### src/rtl/rlbe_pkg.sv
// Shared types and constants of the run-length bitfield encoder.
`timescale 1ns / 1ps
package rlbe_pkg;

  localparam int LenW          = 64;   // width of one run length
  localparam int ShortRunLimit = 16;   // runs below this, other than 1, use the 4-bit short code
  localparam int GroupW        = 7;    // payload bits per varint byte
  localparam int NumGroups     = (LenW + GroupW - 1) / GroupW;
  localparam int FrameW        = 96;   // bits one item can leave behind, pending included
  localparam int ByteCntW      = 4;    // holds up to 12 bytes per item
  localparam int TotalW        = 7;    // bit count of one frame

  // Bits carried between items of one stream.
  typedef struct packed {
    logic [6:0] pend_bits;
    logic [2:0] pend_cnt;
    logic       at_start;
  } enc_state_t;

  // What the coder hands back for one item.
  typedef struct packed {
    logic [FrameW-1:0]   bits;
    logic [ByteCntW-1:0] nbytes;
    logic                ends;
    enc_state_t          nxt;
  } coder_res_t;

endpackage

### src/rtl/rlbe_coder.sv
// Combinational coder: turns one run plus the pending bits into whole bytes.
`timescale 1ns / 1ps
module rlbe_coder (
  input  logic [rlbe_pkg::LenW-1:0] run_length,
  input  logic                      final_run,
  input  logic                      empty_stream,
  input  rlbe_pkg::enc_state_t      st,
  output rlbe_pkg::coder_res_t      res
);
  import rlbe_pkg::*;

  logic [GroupW*NumGroups-1:0] len_ext;
  logic [ByteCntW-1:0]         ng;
  logic [8*NumGroups-1:0]      vint;
  logic [8*NumGroups+1:0]      code;
  logic [TotalW-1:0]           clen;
  logic [2:0]                  hdr;
  logic [1:0]                  hlen;
  logic                        skip;
  logic [FrameW-1:0]           pre;
  logic [TotalW-1:0]           total;
  logic [ByteCntW-1:0]         nfull;
  logic [2:0]                  rem;
  logic [ByteCntW-1:0]         nb;
  logic [3:0]                  code_sh;

  always_comb begin
    len_ext = (GroupW*NumGroups)'(run_length);

    // count varint groups up to the highest nonzero one
    ng = ByteCntW'(1);
    for (int i = 1; i < NumGroups; i++) begin
      if (len_ext[GroupW*i +: GroupW] != '0) begin
        ng = ByteCntW'(i + 1);
      end
    end
    for (int i = 0; i < NumGroups; i++) begin
      if (ByteCntW'(i) < ng) begin
        vint[8*i +: 8] = {(ByteCntW'(i + 1) < ng), len_ext[GroupW*i +: GroupW]};
      end else begin
        vint[8*i +: 8] = '0;
      end
    end

    skip = st.at_start && !empty_stream && (run_length == '0);
    hdr  = st.at_start ? {skip, 2'b00} : 3'b000;
    hlen = st.at_start ? 2'd3 : 2'd0;

    if (empty_stream || skip) begin
      code = '0;
      clen = '0;
    end else if (run_length == LenW'(1)) begin
      code = (8*NumGroups+2)'(1);
      clen = TotalW'(1);
    end else if (run_length < LenW'(ShortRunLimit)) begin
      code = (8*NumGroups+2)'({run_length[3:0], 2'b10});
      clen = TotalW'(6);
    end else begin
      code = {vint, 2'b00};
      clen = TotalW'(2) + {ng, 3'b000};
    end

    code_sh = 4'(st.pend_cnt) + 4'(hlen);
    pre = FrameW'(st.pend_bits)
        | (FrameW'(hdr) << st.pend_cnt)
        | (FrameW'(code) << code_sh);
    total = TotalW'(st.pend_cnt) + TotalW'(hlen) + clen;
    nfull = total[TotalW-1:3];
    rem   = total[2:0];

    res.bits = pre;
    res.ends = empty_stream || final_run;
    if (res.ends) begin
      nb = nfull + ByteCntW'(rem != 3'd0);
      res.nbytes = (nb == '0) ? ByteCntW'(1) : nb;
      res.nxt.pend_bits = '0;
      res.nxt.pend_cnt  = '0;
      res.nxt.at_start  = 1'b1;
    end else begin
      nb = nfull;
      res.nbytes = nfull;
      res.nxt.pend_bits = pre[{nfull, 3'b000} +: 7];
      res.nxt.pend_cnt  = rem;
      res.nxt.at_start  = 1'b0;
    end
  end

endmodule

### src/rtl/run_length_bitfield_encoder_top.sv
// Top level of the run-length bitfield encoder.
`timescale 1ns / 1ps
// Usage:
//   Input channel (in_valid/in_ready): one run length per item, zeros run
//   first, with in_final_run on the last run and in_empty_stream for a
//   bitfield with no runs. Output channel (out_valid/out_ready): one byte of
//   the packed stream per item, earliest bit in bit 0, out_last_byte on the
//   final zero-padded byte of each stream.
//   An accepted item lands in the input register and is coded in one
//   pass into the frame register, from which its first byte is sent.
//   Throughput: the frame register drains one byte per cycle while
//   out_ready is high; a long run with a full varint completes up to 11
//   bytes, a closing item up to 12. Items that complete no byte pass at
//   one per cycle while the frame register is empty.
//   Reset (rst_n low, synchronous): clears the item and frame valid state
//   and starts a new stream. A stalled receiver holds the current byte; the
//   input register then fills and in_ready drops until the frame drains.
module run_length_bitfield_encoder_top (
  input  logic                      clk,
  input  logic                      rst_n,
  input  logic                      in_valid,
  output logic                      in_ready,
  input  logic [rlbe_pkg::LenW-1:0] in_run_length,
  input  logic                      in_final_run,
  input  logic                      in_empty_stream,
  output logic                      out_valid,
  input  logic                      out_ready,
  output logic [7:0]                out_packed_byte,
  output logic                      out_last_byte
);
  import rlbe_pkg::*;

  // input register
  logic            item_v_r;
  logic [LenW-1:0] len_r;
  logic            final_r;
  logic            empty_r;

  // stream state between items
  enc_state_t st_r;

  // frame register: bytes still to send for the item in flight
  logic [FrameW-1:0]   frame_r;
  logic [ByteCntW-1:0] frame_cnt_r;
  logic                frame_ends_r;

  coder_res_t res;
  logic       frame_take;
  logic       out_fire;

  rlbe_coder u_coder (
    .run_length   (len_r),
    .final_run    (final_r),
    .empty_stream (empty_r),
    .st           (st_r),
    .res          (res)
  );

  assign out_fire   = out_valid && out_ready;
  // load the next frame once the current one is empty or sends its last byte
  assign frame_take = item_v_r &&
                      ((frame_cnt_r == '0) ||
                       ((frame_cnt_r == ByteCntW'(1)) && out_ready));
  assign in_ready   = !item_v_r || frame_take;

  assign out_valid       = (frame_cnt_r != '0);
  assign out_packed_byte = frame_r[7:0];
  assign out_last_byte   = frame_ends_r && (frame_cnt_r == ByteCntW'(1));

  // hold the accepted item until the coder result is taken
  always_ff @(posedge clk) begin
    if (!rst_n) begin
      item_v_r <= 1'b0;
    end else if (in_valid && in_ready) begin
      item_v_r <= 1'b1;
    end else if (frame_take) begin
      item_v_r <= 1'b0;
    end
  end

  always_ff @(posedge clk) begin
    if (in_valid && in_ready) begin
      len_r   <= in_run_length;
      final_r <= in_final_run;
      empty_r <= in_empty_stream;
    end
  end

  // advance the stream state once per coded item
  always_ff @(posedge clk) begin
    if (!rst_n) begin
      st_r.pend_bits <= '0;
      st_r.pend_cnt  <= '0;
      st_r.at_start  <= 1'b1;
    end else if (frame_take) begin
      st_r <= res.nxt;
    end
  end

  // load a new frame, or drop the byte just sent
  always_ff @(posedge clk) begin
    if (!rst_n) begin
      frame_cnt_r <= '0;
    end else if (frame_take) begin
      frame_cnt_r <= res.nbytes;
    end else if (out_fire) begin
      frame_cnt_r <= frame_cnt_r - ByteCntW'(1);
    end
  end

  always_ff @(posedge clk) begin
    if (frame_take) begin
      frame_r      <= res.bits;
      frame_ends_r <= res.ends;
    end else if (out_fire) begin
      frame_r <= frame_r >> 8;
    end
  end

endmodule

### config.mk
export PLATFORM = sky130hd
export DESIGN_NAME = run_length_bitfield_encoder_top
export DESIGN_NICKNAME = d
export VERILOG_FILES = /design/src/rtl/rlbe_pkg.sv /design/src/rtl/rlbe_coder.sv /design/src/rtl/run_length_bitfield_encoder_top.sv
export SDC_FILE = /design/constraint.sdc
export NUM_CORES = 1
export LEC_CHECK = 0
export BUFFER_PORTS_ARGS = -buffer_cell sky130_fd_sc_hd__buf_2
export CAP_MARGIN = 20
export CORE_ASPECT_RATIO = 1.5
export CORE_MARGIN = 5
export CORE_UTILIZATION = 50
export CTS_CLUSTER_DIAMETER = 30
export DETAILED_ROUTE_END_ITERATION = 10
export GPL_TIMING_DRIVEN = 1
export HOLD_SLACK_MARGIN = 0.06
export PLACE_DENSITY = 0.69
export REMOVE_ABC_BUFFERS = 1
export SLEW_MARGIN = 20
export SYNTH_ARGS = -nofsm -noshare
export SYNTH_HDL_FRONTEND = slang
export SYNTH_SLANG_ARGS = --single-unit
### constraint.sdc
create_clock -name clk -period 5.6 [get_ports clk]
set_clock_uncertainty 0.2 [all_clocks]
set_input_delay 0.84 -clock clk [delete_from_list [all_inputs] [get_ports clk]]
set_output_delay 0.84 -clock clk [all_outputs]
set_load 0.05 [all_outputs]
# Word-level counts from Yosys, hierarchy flattened
# Cells that the tools add are included.
# Widths: inputs -> output; s select.
# totals
output_inout_bits,11
elab_cells,99
ff_bits,179
input_bits,70
# classes
mux,36
reduce_logical,28
bitwise_logic,2
shifts,3
n_lt_le_gt_ge,12
eq_ne,2
add_sub_neg,6
# ops
op,count
$mux 82,3
$mux 96,2
$or 7x96->96,1
$or 96x96->96,1
$shiftx 96x8->7,1
$shl 3x3->96,1
$shl 82x4->96,1
$mux 8,10
$eq 64x1->1 const B,1
$logic_not 64->1,1
$lt 64x5->1 const B,1
$reduce_bool 7->1,8
$mux 4,12
$mux 7,3
$lt 3x4->1 const A,4
$lt 4x4->1 const A,3
$mux 11,1
$add 3x2->4,2
$logic_not 4->1,2
$lt 1x4->1 const A,2
$lt 2x4->1 const A,2
$add 2x7->7 const A,1
$add 7x7->7,1
$logic_and 1x1->1,7
other kinds (11),18

# Logic depth before layout (Yosys ltp)
# Gate-level depths: netlist (run 1).
# depth
ltp_word,21
mapped_depth,23

# Hierarchy
# Synthesis (run 1) repeated with hierarchy kept, for this count alone.
# unflattened
cells_unflattened,1557
hier_area_um2,13028.7
# by_module_without_submodules
module,area_per_inst_um2,seq_area_each_um2,cells_per_inst,instances
run_length_bitfield_encoder_top,6847.8,5215.0,554,1
rlbe_coder,6180.9,0.0,1003,1

# Worst setup path before layout (run 1)
# Ideal clock, no wire load.
# synth_timing
path_kind,reg-to-reg
from,register st_r[0] (netlist bit)
to,register frame_cnt_r[1]
slack_ns,0.626
path_stages_with_launch,20
t_arrival_ns,4.699
required_time_ns,5.325
period_less_slack_ns,4.974
n_path_buf,5
setup_time_ns,0.075
path_cell_list,dfxtp_1 > ha_1 > fa_1 > xnor2_1 > inv_2 > buf_2 > buf_1 > buf_1 > clkbuf_1 > ha_1 > a21oi_1 > xor2_1 > clkinv_1 > clkbuf_1 > ha_1 > ha_1 > nand2_1 > o211ai_1 > nand3_1 > a21oi_1
# synth_via
elab_chain_cells,11
# synth_rtl
item,line,text
"start, declared",run_length_bitfield_encoder_top.sv:40,enc_state_t st_r;
"start signal, assigned",run_length_bitfield_encoder_top.sv:96,st_r <= res.nxt;
"parallel branches: the longest is 4 deep, another holds $add 3x2->4",--,
$add 7x7->7 *,rlbe_coder.sv:67,total = TotalW'(st.pend_cnt) + TotalW'(hlen) + clen;
$reduce_bool 3->1,rlbe_coder.sv:74,nb = nfull + ByteCntW'(rem != 3'd0);
$add 4x1->4,rlbe_coder.sv:74,
$logic_not 4->1,rlbe_coder.sv:75,res.nbytes = (nb == '0) ? ByteCntW'(1) : nb;
$mux 4,rlbe_coder.sv:75,
$mux 4 *,rlbe_coder.sv:73,if (res.ends) begin
$mux 4 *,run_length_bitfield_encoder_top.sv:104,end else if (frame_take) begin
"end signal, assigned",run_length_bitfield_encoder_top.sv:105,frame_cnt_r <= res.nbytes;
"end signal, assigned",run_length_bitfield_encoder_top.sv:107,frame_cnt_r <= frame_cnt_r - ByteCntW'(1);
"end, declared",run_length_bitfield_encoder_top.sv:44,logic [ByteCntW-1:0] frame_cnt_r;
# Every way passes the cells marked *.
# A chain may end at the register's enable or synchronous reset.

# Final worst setup path (run 1)
# layout_timing
from,register len_r[36]
to,register st_r[7] (netlist bit)
# layout_via
elab_chain_cells,15
# layout_rtl
item,line,text
"start, declared",run_length_bitfield_encoder_top.sv:35,logic [LenW-1:0] len_r;
"start signal, assigned",run_length_bitfield_encoder_top.sv:83,len_r <= in_run_length;
"parallel branches: the longest is 13 deep, another holds $add 2x7->7",--,
$shiftx 96x8->7 *,rlbe_coder.sv:82,"res.nxt.pend_bits = pre[{nfull, 3'b000} +: 7];"
$mux 11 *,rlbe_coder.sv:73,
# Marked as above.

==> impl_metrics.csv, run 1 <==
group,metric,value,unit
run_status,outcome,"finished clean",
synth,synthFlopType,"edfxtp_1",
timing,drv_slew,0,
die,core-area,0.0259,mm2
power_and_ir_drop,ir_worst_vdd,0.000438,V
global_route,overflow,0,
layout,drive_gt1_frac,0.156,
die,io_pins,81,
synth,ys_ff_latch,179,
routing,final_antenna_net_count,0,
timing,fmax,0.194,GHz
global_route,grt_pass1_vias,11900,
die,dieArea,0.0297,mm2
routing,vias,12500,
placed_design,post-dp-hpwl,33500,um
clocking,clock_path_buffers,2,
timing,setup_ws,455,ps
placed_design,placed_area,0.0139,mm2
clocking,h-tree-depth,4,
die,die_y,209,um
synth,synthArstFlopShare,0,
timing,setup_violations,0,
layout,fin_nets,1630,
synth,ys_seq_area_frac,0.397,
die,start_util,0.508,
clocking,clock_sinks,179,
layout,instances_no_fill,1893,
hold_path,hp-class,"reg -> reg",
die,die_w,142,um
synth,avgSynthCellArea,8.64,um2
routing,wl_per_cell,24.1,um
clocking,post_cts_buffers,0,
clocking,cts_buffers,17,
layout,final_cell_area,0.0145,mm2
synth,syn_inst,1521,
global_route,grtUsageTotal,0.304,
power_and_ir_drop,power.leakage,5.56,nW
setup_path,cp.arrival,5340,ps
routing,drtPass1Iterations,6,
global_route,antenna_found_initial,1,
placed_design,pre_cts_slack,507,ps
routing,viasPerCell,6.61,
routing,wirelength,45600,um
setup_path,required,5800,ps
layout,final_cell_mix,"235 x nand2_1, 163 x edfxtp_1, 158 x nor2_1",
global_route,grt_pass1_wl,69200,um
timing,worst_pin_slew,1030,ps
layout,n_antenna_cell,0,
timing,post-route-period-util,0.919,
synth,synth_edf_count,163,
synth,ys_types,89,
clocking,clock-root-buffer,"clkbuf_16",
synth,syn_area,0.0131,mm2
layout,final_common_cell,"nand2_1",
timing,whs,293,ps
setup_path,crit_fanout,37,
clocking,clock_latency,470,ps
setup_path,end_kind,"register",
layout,syn2layout_area_growth,10.3,%
placed_design,dp_cells,1861,
placed_design,place_congestion,1.01,
setup_path,r2r_slack,460,ps
setup_path,cp-start-kind,"register",
timing,rsz0062_at_grt,"false",
setup_path,worst-setup-path-type,"reg -> reg",
layout,multi_input_area,0.00735,mm2
die,rows,72,
layout,fin_util,0.561,
clocking,postCtsHoldBufs,0,
routing,drtIter0Drc,1519,
layout,seqCellArea,0.00522,mm2
timing,hold_violations,0,
timing,period_needed,5140,ps
clocking,path_clk_slew,80,ps
global_route,grt_max_degree,97,
synth,yosysWarningCount,0,
layout,n_fill_cell,2333,
run,cap_violations,0,
power_and_ir_drop,p_total,6.72,mW
power_and_ir_drop,powerDensity,463,mW/mm2
clocking,cts_resized,0,
timing,finalSetupTns,0,ps
placed_design,portBuffers,80,
clocking,tritoncts,"done",
timing,slew_headroom,0.292,
routing,drc_errors,0,
metal layers:
layer	vias to the layer above	GRT usage	wire length (um)
met2	665	0.496	22100
met1	5915	0.388	17900
met3	134	0.0480	3340
li1	5790	-	-
met5	-	0	0
met4	0	0.153	2310
final timing paths:
| kind | from | endpoint | depth (start not counted) |
|---|---|---|---|
| min | frame_cnt_r[1] | frame_cnt_r[1] | 2 |
| max reg2reg | len_r[36] | st_r[7] | 15 |
| max | len_r[36] | st_r[7] | 15 |
| min reg2reg | frame_cnt_r[1] | frame_cnt_r[1] | 2 |
state kept, by name, indices dropped and copies added, names as in the netlist:
name          count
frame_r          96
empty_r           1
st_r             11
item_v_r          1
final_r           1
frame_cnt_r       4
frame_ends_r      1
len_r            64
power by group:
| part | total (mW) | switching [mW] | internal [mW] |
|---|---|---|---|
| combinational | 3.11 | 2.14 | 0.967 |
| clock | 1.27 | 0.566 | 0.706 |
| sequential | 2.34 | 0.186 | 2.15 |
| total | 6.72 | 2.89 | 3.82 |
cells by family after synthesis:
| logic type | synth area share |
|---|---|
| compound gates | 0.240 |
| xor+xnor | 0.00333 |
| fa+ha+maj | 0.0135 |
| buf+inv | 0.0482 |
| flops | 0.397 |
| mux | 0.0951 |
| other cells | 0.000285 |
| simple gates | 0.202 |
critical path, stage by stage, from the launching register on:
cell      delay (ps)
edfxtp_1         440
or4_1            610
nor4_1           520
nand2_2          150
nor3_1           290
nor2_1           140
fa_1             460
a21o_1           220
a21o_1           200
a211o_1          240
o211ai_2          80
buf_4            400
nor3_1           100
or4_1            520
a211o_1          280
a32oi_1          190
layout make-up:
class / count / share of cell area
multi-input cells: 1197 / 0.507
clock inverters: 14 / 0.0121
well taps: 333 / 0.0287
flip-flops and latches: 179 / 0.360
clock buffers: 18 / 0.0296
inverters: 20 / 0.00535
repair buffers: 132 / 0.0571
cells in the mapped netlist (all sizes together), types with 12 or more instances:
cell,n,area [um2]
a21o,14,105
mux2,35,394
nor3,50,260
mux2i,72,721
dfxtp,16,320
buf,44,235
o31ai,16,120
clkbuf,86,323
o21ai,133,666
nor4,21,153
a2111oi,17,168
nand2,239,902
a21oi,99,499
inv,16,60.1
nand2b,12,75.1
nor2,159,604
nand3,46,230
o211ai,19,148
a31oi,27,169
a211oi,27,203
edfxtp,163,4890
(Power assumes the default switching activity.)
==> inputs of run 2 (changes only) <==
CORE_ASPECT_RATIO = 0.9   (was 1.5)
==> run 2 against run 1 <==
  * Setup slack worse by 120 ps
  * Register-to-register slack worse by 120 ps
  * First-iteration DRC count increased by 16%
  * Critical path depth unchanged
==> impl_metrics.csv, run 2 (synthesis results as in run 1) <==
group,metric,value,unit
run_status,outcome,"finished clean",
clocking,post_cts_buffers,0,
timing,setup_violations,0,
power_and_ir_drop,powerDensity,458,mW/mm2
setup_path,end_kind,"register",
clocking,path_clk_slew,80,ps
setup_path,cpMaxStageDelayCell,"or4_1",
timing,rsz0062_at_grt,"false",
placed_design,post-dp-hpwl,32900,um
setup_path,crit_fanout,9,
setup_path,slowest_delay,740,ps
global_route,antenna_found_initial,0,
die,start_util,0.505,
global_route,grt_pass1_wl,70100,um
layout,syn2layout_area_growth,10.4,%
setup_path,required,5800,ps
layout,largest_register_ffs,96,
timing,hold_violations,0,
layout,drive_gt1_frac,0.158,
layout,n_antenna_cell,0,
timing,drv_slew,0,
hold_path,hp-class,"reg -> reg",
layout,n_fill_cell,2441,
setup_path,worst-setup-path-type,"reg -> reg",
die,dieArea,0.0296,mm2
global_route,grt_max_degree,87,
layout,final_cell_mix,"235 x nand2_1, 163 x edfxtp_1, 158 x nor2_1",
timing,post-route-period-util,0.939,
clocking,cts_buffers,17,
layout,seqCellArea,0.00522,mm2
placed_design,placed_area,0.0139,mm2
power_and_ir_drop,power.leakage,5.56,nW
clocking,tritoncts,"done",
clocking,clock-root-buffer,"clkbuf_16",
die,die_y,164,um
layout,fin_util,0.558,
placed_design,pre_cts_slack,261,ps
placed_design,place_congestion,0.955,
global_route,grtUsageTotal,0.303,
layout,reg_top3,"frame_r x96, len_r x64, st_r x11",
setup_path,cp-start-kind,"register",
setup_path,cp.arrival,5460,ps
timing,period_needed,5260,ps
routing,vias,12600,
setup_path,worstPathCellList,"or4_1, or4_1, a311o_1, nand4_2, inv_2, ha_1, and2_1, a311o_1, o21a_1, o211a_1, o21a_1, nor2_1, inv_1, a2111oi_0, o41a_1",
routing,drtIter0Drc,1769,
run,cap_violations,0,
global_route,grt_pass1_vias,11700,
routing,viasPerCell,6.61,
timing,fmax,0.190,GHz
power_and_ir_drop,p_total,6.64,mW
die,die_w,181,um
global_route,overflow,0,
clocking,clock_sinks,179,
power_and_ir_drop,ir_worst_vdd,0.000238,V
clocking,clock_path_buffers,2,
placed_design,portBuffers,80,
routing,final_antenna_net_count,0,
routing,wl_per_cell,23.8,um
setup_path,critical_path.top_delay_family,"simple AND/OR/NAND/NOR gates",
setup_path,crit_buf_inv,2,
routing,drc_errors,0,
clocking,clock_latency,450,ps
clocking,h-tree-depth,4,
layout,top_register,"frame_r",
timing,setup_ws,339,ps
layout,fin_nets,1634,
layout,multi_input_area,0.00736,mm2
routing,drtPass1Iterations,9,
die,io_pins,81,
timing,worst_pin_slew,1120,ps
clocking,postCtsHoldBufs,0,
clocking,cts_resized,0,
layout,final_common_cell,"nand2_1",
timing,slew_headroom,0.252,
timing,finalSetupTns,0,ps
routing,wirelength,45500,um
layout,final_cell_area,0.0145,mm2
die,core-area,0.0260,mm2
die,rows,56,
## run 2: cell types whose count changed in the layout (fill, tap and decap cells not counted), sizes merged
cell	previous run	this run
buf	132	136
bufinv	3	2
clkbuf	18	19
clkinv	8	9
clkinvlp	3	2
inv	20	19
## run 2: power breakdown
group          total, mW  switching [mW]  internal, mW
sequential          2.33           0.183          2.15
combinational       3.10            2.13         0.969
clock               1.21           0.551         0.656
total               6.64            2.86          3.77
## run 2: worst paths after layout
path / startpoint / cells past startpoint / to / slack, ps
min: frame_cnt_r[1] / 2 / frame_cnt_r[1] / 290
min reg2reg: frame_cnt_r[1] / 2 / frame_cnt_r[1] / 290
max reg2reg: len_r[56] / 15 / st_r[8] / 340
max: len_r[56] / 15 / st_r[8] / 340
## run 2: layer usage
layer / up-vias / GRT usage / wire length, um
li1: 5810 / - / -
met1: 5982 / 0.430 / 19300
met2: 727 / 0.461 / 20000
met3: 110 / 0.0496 / 4090
met4: 0 / 0.131 / 2070
met5: - / 0 / 0
## run 2: layout make-up
type | count | share of cell area
clock buffer | 19 | 0.0299
clock inverter | 12 | 0.00898
inverter | 20 | 0.00535
multi-input combinational | 1197 | 0.508
sequential | 179 | 0.360
tap | 348 | 0.0300
timing repair buffer | 136 | 0.0583
## run 2: through the flow
step,hold slack (ps),cells
floorplan,245,1396
detailed placement,273,1880
CTS,293,1911
global placement,263,1880
finish,291,1911
global route,318,1911
## run 2: tightest hold or removal path, delay by kind of cell (launching register included)
kind               cells  cell delay (ps)
DFF                    1              320
AOI/OAI and AO/OA      1               60
and+or+nand+nor        1               70
